### config.mk
export PLATFORM = sky130hd
export DESIGN_NAME = accumulation_distribution_line
export DESIGN_NICKNAME = d
export VERILOG_FILES = /design/src/hw/rtl/adl_pkg.sv /design/src/hw/rtl/adl_dp.sv /design/src/hw/rtl/adl_ctrl.sv /design/src/hw/rtl/accumulation_distribution_line.sv
export SDC_FILE = /design/constraint.sdc
export NUM_CORES = 2
export LEC_CHECK = 0
export ABC_AREA = 1
export BUFFER_PORTS_ARGS = -buffer_cell sky130_fd_sc_hd__buf_4
export CORE_MARGIN = 4
export CORE_UTILIZATION = 40
export CTS_CLUSTER_DIAMETER = 200
export DETAILED_ROUTE_END_ITERATION = 8
export PLACE_DENSITY = 0.63
export SLEW_MARGIN = 5
export SYNTH_ARGS = -nofsm -noshare
export SYNTH_HDL_FRONTEND = slang
export SYNTH_SLANG_ARGS = --single-unit
### constraint.sdc
create_clock -name clk -period 7.9 [get_ports clk]
set_input_delay 1.975 -clock clk [delete_from_list [all_inputs] [get_ports clk]]
set_output_delay 1.975 -clock clk [all_outputs]
set_load 0.01 [all_outputs]
### src/hw/rtl/adl_pkg.sv
package adl_pkg;

	// Default parameter values for the top level.
	localparam int PRICE_BITS_DEF = 32;
	localparam int FRAC_BITS_DEF  = 16;

	// Fixed field widths of the words on the ports.
	localparam int FIELD_BITS = 32;
	localparam int LINE_BITS  = 64;

	// The ratio code is clipped to plus or minus 2^RATIO_LOG2.
	localparam int RATIO_LOG2 = 24;
	localparam int CODE_BITS  = RATIO_LOG2 + 1;
	localparam int PROD_BITS  = CODE_BITS + FIELD_BITS;

	// One price bar.
	typedef struct packed {
		logic [FIELD_BITS-1:0] bar_high;
		logic [FIELD_BITS-1:0] bar_low;
		logic [FIELD_BITS-1:0] bar_close;
		logic [FIELD_BITS-1:0] bar_volume;
		logic                  series_start;
		logic                  series_end;
	} bar_word_t;

	// One line value.
	typedef struct packed {
		logic signed [LINE_BITS-1:0] line_value;
		logic                        last_of_series;
		logic                        saturated;
	} line_word_t;

	// Commands from the controller to the datapath.
	typedef struct packed {
		logic load;
		logic prep;
		logic div_step;
		logic mul;
		logic acc;
	} adl_cmd_t;

	// Status from the datapath to the controller.
	typedef struct packed {
		logic active;
	} adl_status_t;

endpackage

### src/hw/rtl/adl_dp.sv
module adl_dp #(
	parameter int PRICE_BITS = 32,
	parameter int FRAC_BITS  = 16
) (
	input  logic                clk,
	input  logic                arst_n,
	input  adl_pkg::adl_cmd_t   cmd,
	output adl_pkg::adl_status_t sts,
	input  adl_pkg::bar_word_t  bar_word,
	output adl_pkg::line_word_t res_word
);
	import adl_pkg::*;

	localparam int PW = (PRICE_BITS < FIELD_BITS) ? PRICE_BITS : FIELD_BITS;
	localparam int NW = PW + 2;
	localparam int DW = PW + 1 + FRAC_BITS;
	localparam int QW = (DW > CODE_BITS) ? DW : CODE_BITS;
	localparam logic [QW-1:0] RLIMIT = QW'(1) << RATIO_LOG2;
	localparam logic signed [LINE_BITS-1:0] LINE_MAX = {1'b0, {(LINE_BITS-1){1'b1}}};
	localparam logic signed [LINE_BITS-1:0] LINE_MIN = {1'b1, {(LINE_BITS-1){1'b0}}};

	logic [PW-1:0]         high_q, low_q, close_q;
	logic [FIELD_BITS-1:0] vol_q;
	logic                  start_q, end_q;
	logic [PW-1:0]         den_q;
	logic                  neg_q, active_q;
	logic [PW-1:0]         rem_q;
	logic [DW-1:0]         dq_q;
	logic [PROD_BITS-1:0]  prod_q;
	logic                  clip_q;
	logic signed [LINE_BITS-1:0] total_q;
	line_word_t            out_q;

	logic [NW-1:0]   num;
	logic [NW-1:0]   num_abs;
	logic [PW:0]     trial;
	logic            fits;
	logic [QW-1:0]   quo;
	logic            clip;
	logic [CODE_BITS-1:0] code;
	logic signed [LINE_BITS-1:0] base, sprod, sum, next_total;
	logic            ovf;

	// Signed numerator 2*close - low - high and its magnitude.
	always_comb begin
		num     = ({2'b00, close_q} << 1) - {2'b00, low_q} - {2'b00, high_q};
		num_abs = num[NW-1] ? (~num + NW'(1)) : num;
	end

	// One restoring division step: shift in one dividend bit, subtract if it fits.
	always_comb begin
		trial = {rem_q, dq_q[DW-1]};
		fits  = trial >= {1'b0, den_q};
	end

	// Ratio code clipped at the limit.
	always_comb begin
		quo  = QW'(dq_q);
		clip = (quo > RLIMIT) || ((quo == RLIMIT) && (rem_q != '0));
		code = clip ? RLIMIT[CODE_BITS-1:0] : quo[CODE_BITS-1:0];
	end

	// Saturating accumulate.
	always_comb begin
		base  = start_q ? '0 : total_q;
		sprod = neg_q ? -$signed(LINE_BITS'(prod_q)) : $signed(LINE_BITS'(prod_q));
		sum   = base + sprod;
		ovf   = (base[LINE_BITS-1] == sprod[LINE_BITS-1]) &&
			(sum[LINE_BITS-1] != base[LINE_BITS-1]);
		if (ovf) begin
			next_total = base[LINE_BITS-1] ? LINE_MIN : LINE_MAX;
		end else begin
			next_total = sum;
		end
	end

	// Bar capture, preparation, division, product and output registers.
	always_ff @(posedge clk) begin
		if (cmd.load) begin
			high_q  <= bar_word.bar_high[PW-1:0];
			low_q   <= bar_word.bar_low[PW-1:0];
			close_q <= bar_word.bar_close[PW-1:0];
			vol_q   <= bar_word.bar_volume;
			start_q <= bar_word.series_start;
			end_q   <= bar_word.series_end;
		end
		if (cmd.prep) begin
			den_q    <= high_q - low_q;
			neg_q    <= num[NW-1];
			active_q <= high_q > low_q;
			rem_q    <= '0;
			dq_q     <= {num_abs[PW:0], {FRAC_BITS{1'b0}}};
		end
		if (cmd.div_step) begin
			rem_q <= fits ? PW'(trial - {1'b0, den_q}) : trial[PW-1:0];
			dq_q  <= {dq_q[DW-2:0], fits};
		end
		if (cmd.mul) begin
			prod_q <= active_q ? (PROD_BITS'(code) * PROD_BITS'(vol_q)) : '0;
			clip_q <= active_q & clip;
		end
		if (cmd.acc) begin
			out_q.line_value     <= next_total;
			out_q.last_of_series <= end_q;
			out_q.saturated      <= clip_q | ovf;
		end
	end

	// Running total.
	always_ff @(posedge clk or negedge arst_n) begin
		if (!arst_n) begin
			total_q <= '0;
		end else if (cmd.acc) begin
			total_q <= next_total;
		end
	end

	// The captured bar decides during preparation whether the divider runs.
	assign sts.active = high_q > low_q;
	assign res_word   = out_q;

`ifndef SYNTHESIS
	// The product of a clipped code and a 32-bit volume stays below 2^56.
	a_prod_range: assert property (@(posedge clk) disable iff (!arst_n)
		cmd.mul |=> prod_q[PROD_BITS-1] == 1'b0)
		else $error("product exceeds its range");

	// A flat or inverted bar adds nothing and never clips the ratio.
	a_flat_zero: assert property (@(posedge clk) disable iff (!arst_n)
		cmd.mul && !active_q |=> prod_q == '0 && !clip_q)
		else $error("flat bar produced a nonzero product");

	// The remainder stays below the divisor during an active division.
	a_rem_below: assert property (@(posedge clk) disable iff (!arst_n)
		cmd.div_step && active_q |=> rem_q < den_q)
		else $error("division remainder not below divisor");
`endif

endmodule

### src/hw/rtl/adl_ctrl.sv
module adl_ctrl #(
	parameter int DIV_STEPS = 49
) (
	input  logic                 clk,
	input  logic                 arst_n,
	input  logic                 bar_valid,
	output logic                 bar_ready,
	output logic                 res_valid,
	input  logic                 res_ready,
	output adl_pkg::adl_cmd_t    cmd,
	input  adl_pkg::adl_status_t sts
);
	import adl_pkg::*;

	localparam int CW = $clog2(DIV_STEPS);

	localparam logic [2:0] ST_IDLE = 3'd0;
	localparam logic [2:0] ST_PREP = 3'd1;
	localparam logic [2:0] ST_DIV  = 3'd2;
	localparam logic [2:0] ST_MUL  = 3'd3;
	localparam logic [2:0] ST_ACC  = 3'd4;

	logic [2:0]    state_q, state_d;
	logic [CW-1:0] cnt_q;
	logic          out_valid_q;
	logic          slot_free;
	logic          div_last;

	assign bar_ready = state_q == ST_IDLE;
	assign res_valid = out_valid_q;
	assign slot_free = !out_valid_q || res_ready;
	assign div_last  = cnt_q == CW'(DIV_STEPS - 1);

	// Commands for the datapath.
	always_comb begin
		cmd.load     = bar_valid && bar_ready;
		cmd.prep     = state_q == ST_PREP;
		cmd.div_step = state_q == ST_DIV;
		cmd.mul      = state_q == ST_MUL;
		cmd.acc      = (state_q == ST_ACC) && slot_free;
	end

	// Next state.
	always_comb begin
		state_d = state_q;
		unique case (state_q)
			ST_IDLE: begin
				if (bar_valid) state_d = ST_PREP;
			end
			ST_PREP: begin
				state_d = sts.active ? ST_DIV : ST_MUL;
			end
			ST_DIV: begin
				if (div_last) state_d = ST_MUL;
			end
			ST_MUL: begin
				state_d = ST_ACC;
			end
			ST_ACC: begin
				if (slot_free) state_d = ST_IDLE;
			end
			default: begin
				state_d = ST_IDLE;
			end
		endcase
	end

	// State, step counter and output word flag.
	always_ff @(posedge clk or negedge arst_n) begin
		if (!arst_n) begin
			state_q     <= ST_IDLE;
			cnt_q       <= '0;
			out_valid_q <= 1'b0;
		end else begin
			state_q <= state_d;
			if (cmd.prep) begin
				cnt_q <= '0;
			end else if (cmd.div_step) begin
				cnt_q <= cnt_q + CW'(1);
			end
			if (cmd.acc) begin
				out_valid_q <= 1'b1;
			end else if (res_ready) begin
				out_valid_q <= 1'b0;
			end
		end
	end

`ifndef SYNTHESIS
	// An accepted word always starts preparation in the next cycle.
	a_accept_prep: assert property (@(posedge clk) disable iff (!arst_n)
		bar_valid && bar_ready |=> state_q == ST_PREP)
		else $error("accepted word did not start preparation");

	// The step counter never runs past the last division step.
	a_cnt_range: assert property (@(posedge clk) disable iff (!arst_n)
		state_q == ST_DIV |-> cnt_q <= CW'(DIV_STEPS - 1))
		else $error("division step counter overran");

	// Accumulating always leaves a word waiting at the output.
	a_acc_out: assert property (@(posedge clk) disable iff (!arst_n)
		cmd.acc |=> out_valid_q && state_q == ST_IDLE)
		else $error("accumulate did not present an output word");
`endif

endmodule

### src/hw/rtl/accumulation_distribution_line.sv
// Accumulation/distribution line.
// The bar channel (bar_valid, bar_ready, bar_word) takes one price bar per
// word: high, low, close, volume and the series flags. The result channel
// (res_valid, res_ready, res_word) returns exactly one word per bar: the
// running line value with FRAC_BITS fraction bits, a copy of series_end and
// a saturation flag. Each bar's close location value is found by a restoring
// divider that retires one quotient bit per cycle. A bar passes through
// preparation, division, multiply and accumulate steps in that order, and
// the next bar is taken only once the previous bar has been accumulated.
// A flat or inverted bar skips the divider and goes from preparation to the
// multiply step. bar_ready is high only while the sequencer is idle.
// The result sits in an output register, so a new bar is accepted while the
// previous result waits; if the receiver stalls, the next bar completes
// and then holds in the accumulate step until the output register empties.
// Reset clears the running total to zero and empties the output register.
module accumulation_distribution_line #(
	parameter int PRICE_BITS = adl_pkg::PRICE_BITS_DEF,
	parameter int FRAC_BITS  = adl_pkg::FRAC_BITS_DEF
) (
	input  logic                clk,
	input  logic                arst_n,
	input  logic                bar_valid,
	output logic                bar_ready,
	input  adl_pkg::bar_word_t  bar_word,
	output logic                res_valid,
	input  logic                res_ready,
	output adl_pkg::line_word_t res_word
);
	import adl_pkg::*;

	localparam int PW = (PRICE_BITS < FIELD_BITS) ? PRICE_BITS : FIELD_BITS;
	localparam int DIV_STEPS = PW + 1 + FRAC_BITS;

	adl_cmd_t    cmd;
	adl_status_t sts;

	// Sequencer.
	adl_ctrl #(
		.DIV_STEPS(DIV_STEPS)
	) u_ctrl (
		.clk      (clk),
		.arst_n   (arst_n),
		.bar_valid(bar_valid),
		.bar_ready(bar_ready),
		.res_valid(res_valid),
		.res_ready(res_ready),
		.cmd      (cmd),
		.sts      (sts)
	);

	// Divider, multiplier and accumulator.
	adl_dp #(
		.PRICE_BITS(PRICE_BITS),
		.FRAC_BITS (FRAC_BITS)
	) u_dp (
		.clk     (clk),
		.arst_n  (arst_n),
		.cmd     (cmd),
		.sts     (sts),
		.bar_word(bar_word),
		.res_word(res_word)
	);

endmodule
==> impl_metrics.tcl <==
set metrics [dict create \
    status "finished, violations left" \
    violations "setup timing" \
    grt.overflow.total 0 \
    clk_path_buf_depth 3 \
    cts-root-buf "clkbuf_16" \
    worst_pin_slew_ps 1220 \
    layout.cells.non_filler 9692 \
    rsz0062_at_grt "true" \
    cp_num_buf_inv 10 \
    grtUsageTotal 0.2501 \
    dp.cells 9514 \
    fin_area_um2 67580 \
    grt_pass1_wl_mm 286.0 \
    power_density_nw_per_um2 276.1 \
    drt-pass1-iter-count 6 \
    cp_max_fo 10 \
    yosys_warnings 0 \
    wl_mm 183.8 \
    p_seq_frac 0.229 \
    clock_skew_ps 24.76 \
    synthAdderAreaFrac 0.3424 \
    finalMaxSlewViolations 0 \
    max_cap_viol_count 0 \
    crit_arrival_ps 8550 \
    period_share 1.032 \
    cts_tree "yes" \
    fin_ws_ps -254.1 \
    drive_above_1_share 0.1566 \
    p_int_mw 9.221 \
    placed_area_um2 63290 \
    slew_headroom 0.1867 \
    routedWlPerCell_um 18.96 \
    yosysTopAreaCellShare 0.2564 \
    synth_top_family_by_area "adder cells" \
    drc 0 \
    synth_compound_area_frac 0.07548 \
    fin_nets 9017 \
    yosysMostFrequentCell "inv_1" \
    grt_antenna_before_repair 4 \
    hold_violations 0 \
    clk_latency_ps 650 \
    synthTopCellsByCount "1,506 x inv_1, 1,466 x nand2_1, 1,046 x nor2_1" \
    syn_avg_cell_area_um2 7.882 \
    synth_area_um2 56300 \
    chipWidth_um 383.2 \
    first_iter_violations 3938 \
    synth_seq_cells 443 \
    vias_per_cell 5.062 \
    n_fill_cell 13580 \
    min_period_ps 8154 \
    start_util 0.4030 \
    cts.sinks 443 \
    rows 137 \
    die_height_um 383.2 \
    htree_num_levels 2 \
    sw_frac_of_total 0.5057 \
    regArea_um2 12930 \
    cpMaxStageDelayCell "fa_1" \
    cpLargestDelayFamily "adder cells" \
    worst_setup_path_end_kind "flip-flop" \
    vias 49060 \
    synthTopCellsByArea "fa_1 26%, edfxtp_1 20%, inv_1 10%" \
    worstSetupStartpointType "flip-flop" \
    synth.distinct_cells 51 \
    io_pins 202 \
    clkPwrFrac 0.137 \
    postCtsHoldBufs 0 \
    power_switching_mw 9.435 \
    synth_nets 8384 \
    yosys.area_share.simple 0.2072 \
    multi_input_area_um2 38190 \
    portBuffers 201 \
    design.die.area_um2 146800 \
    power_mw 18.66 \
    hpwl_mm 151.7 \
    synth_xor_area_frac 0.02769 \
    synthArstFlopShare 0.1670 \
    synthMuxAreaShare 0.0002000 \
    ant_nets 0 \
    fmax_mhz 122.6 \
    netlist_instances 7142 \
    grt_pass1_vias 50500 \
    combPwrFrac 0.633 \
    leakagePower_nw 33.11 \
    gp_congestion 0.9986 \
    setup_viol 22 \
    cpPeakStageDelay_ps 570 \
    grt_start_max_net_pins 131 \
    yosysSeqAreaShare 0.2297 \
    critPathKind "reg -> reg" \
    synth_ff_type "edfxtp_1" \
    worst_ep_required_time_ps 8290 \
    yosys.area.top_type "fa_1" \
    synth_edf_count 369 \
    hp-class "reg -> reg" \
    clk_pin_slew_ps 60 \
    crit_path_frequent_cell "fa_1" \
    cts_buffers 52 \
    syn2layout_area_growth_pct 20.05 \
    core_um2 139700 \
    vdd_drop_max_uv 232.1 \
]
==> cell type report <==
type	count	share of cell area
Multi-Input combinational cell	4968	0.5651
Sequential cell	443	0.1914
Timing Repair Buffer	773	0.09594
Inverter	1537	0.08613
Tap cell	1876	0.03473
Clock buffer	60	0.02014
Clock inverter	34	0.006572
Antenna cell	1	0.00003703
==> what timing repair did <==
action	in CTS	in global routing
setup endpoints to repair	38	41
resized for setup	327	129
cloned	4	1
buffers inserted	58	21
pin swaps	144	72
==> layer usage <==
metal	track usage	up-vias	wire length, um
li1	-	23130	-
met1	0.3452	23710	79890
met2	0.3944	1818	80840
met3	0.04529	401	14930
met4	0.09056	0	8132
met5	0	-	0
==> logic make-up after synthesis <==
logic type | Yosys count
simple gates | 2900
buf+inv | 1732
fa+ha+maj | 1108
compound gates | 780
flops | 443
xor+xnor | 178
mux | 1
==> path summary, 6_finish.rpt <==
| kind | from | to | slack (ps) | cells after the start |
|---|---|---|---|---|
| setup / recovery | u_dp.dq_q[44]$_DFFE_PP_ | u_dp.prod_q[52]$_SDFFCE_PN0P_ | -250 | 35 |
| setup reg to reg | u_dp.dq_q[44]$_DFFE_PP_ | u_dp.prod_q[52]$_SDFFCE_PN0P_ | -250 | 35 |
| hold / removal | u_dp.end_q$_DFFE_PP_ | u_dp.res_word[1]$_DFFE_PP_ | 420 | 0 |
| hold reg to reg | u_dp.end_q$_DFFE_PP_ | u_dp.res_word[1]$_DFFE_PP_ | 420 | 0 |
| max in group asynchronous | arst_n | u_dp.total_q[44]$_DFFE_PN0P_ | 5590 | 2 |
| min in group asynchronous | arst_n | u_ctrl.cnt_q[2]$_DFFE_PN0P_ | 1210 | 1 |
==> registers in the layout, summed over array words and instances, names as in the netlist <==
| register | flops |
|---|---|
| u_dp.res_word | 66 |
| u_dp.start_q | 1 |
| u_dp.high_q | 32 |
| u_dp.dq_q | 49 |
| u_dp.low_q | 32 |
| u_dp.neg_q | 1 |
| u_ctrl.cnt_q | 6 |
| u_dp.end_q | 1 |
| u_dp.den_q | 32 |
| u_dp.rem_q | 32 |
| u_dp.active_q | 1 |
| u_dp.total_q | 64 |
| u_dp.vol_q | 32 |
| u_ctrl.state_q | 3 |
| u_dp.prod_q | 57 |
| u_dp.clip_q | 1 |
| u_ctrl.res_valid | 1 |
| u_dp.close_q | 32 |
==> power groups by stage <==
stage,combinational [mW],sequential (mW),clock (mW)
after global placement,11.4,4.29,0
final,11.8,4.28,2.56
after CTS,11.7,4.28,2.63
after detailed placement,11.5,4.31,0
after floorplan,7.69,4.30,0
after global routing,13.2,4.36,2.73
==> worst reg2reg max path, delay by kind of cell, from the launching register on <==
kind | cells | cell delay [ps]
AOI/OAI and AO/OA | 2 | 310
buffers and inverters | 10 | 1170
DFF | 1 | 400
adders and majority gates | 8 | 3930
and+or+nand+nor | 15 | 2130
==> layout by cell type, fill, tap and decap left out, drive strengths merged, types with 2 or more instances in the layout <==
cell type / Yosys / final
inv: 1530 / 1536
nand2: 1471 / 1472
nor2: 1070 / 1070
buf: 82 / 772
fa: 721 / 721
ha: 387 / 387
edfxtp: 369 / 369
o21ai: 336 / 336
a21oi: 297 / 297
nand3: 184 / 184
xor2: 114 / 114
dfrtp: 74 / 74
xnor2: 64 / 64
clkbuf: 113 / 61
nor3: 59 / 59
nand4: 56 / 56
o21bai: 33 / 33
nor4: 33 / 33
a31oi: 31 / 31
a21o: 29 / 29
o21a: 20 / 20
clkinv: 7 / 20
a21boi: 9 / 9
nand3b: 9 / 9
bufinv: 0 / 8
or2: 7 / 7
clkinvlp: 0 / 7
and2: 7 / 7
a221oi: 6 / 6
o211ai: 5 / 5
a211oi: 4 / 4
o31ai: 3 / 3
and3: 3 / 3
o221ai: 2 / 2
==> metrics by stage <==
step / worst slack [ps] / hold slack [ps] / TNS (ps) / util
2_1_floorplan: 260.9 / 400.3 / 0 / -
3_3_place_gp: -613.8 / 401.5 / -13120 / 0.4530
3_5_place_dp: -755.3 / 411.0 / -17550 / 0.4530
4_1_cts: -122.2 / 425.9 / -710.5 / 0.4791
5_1_grt: -575.2 / 439.9 / -12960 / 0.4837
6_report: -254.1 / 421.3 / -1966 / 0.4837
Note: power is estimated with default switching activity, not from simulation.
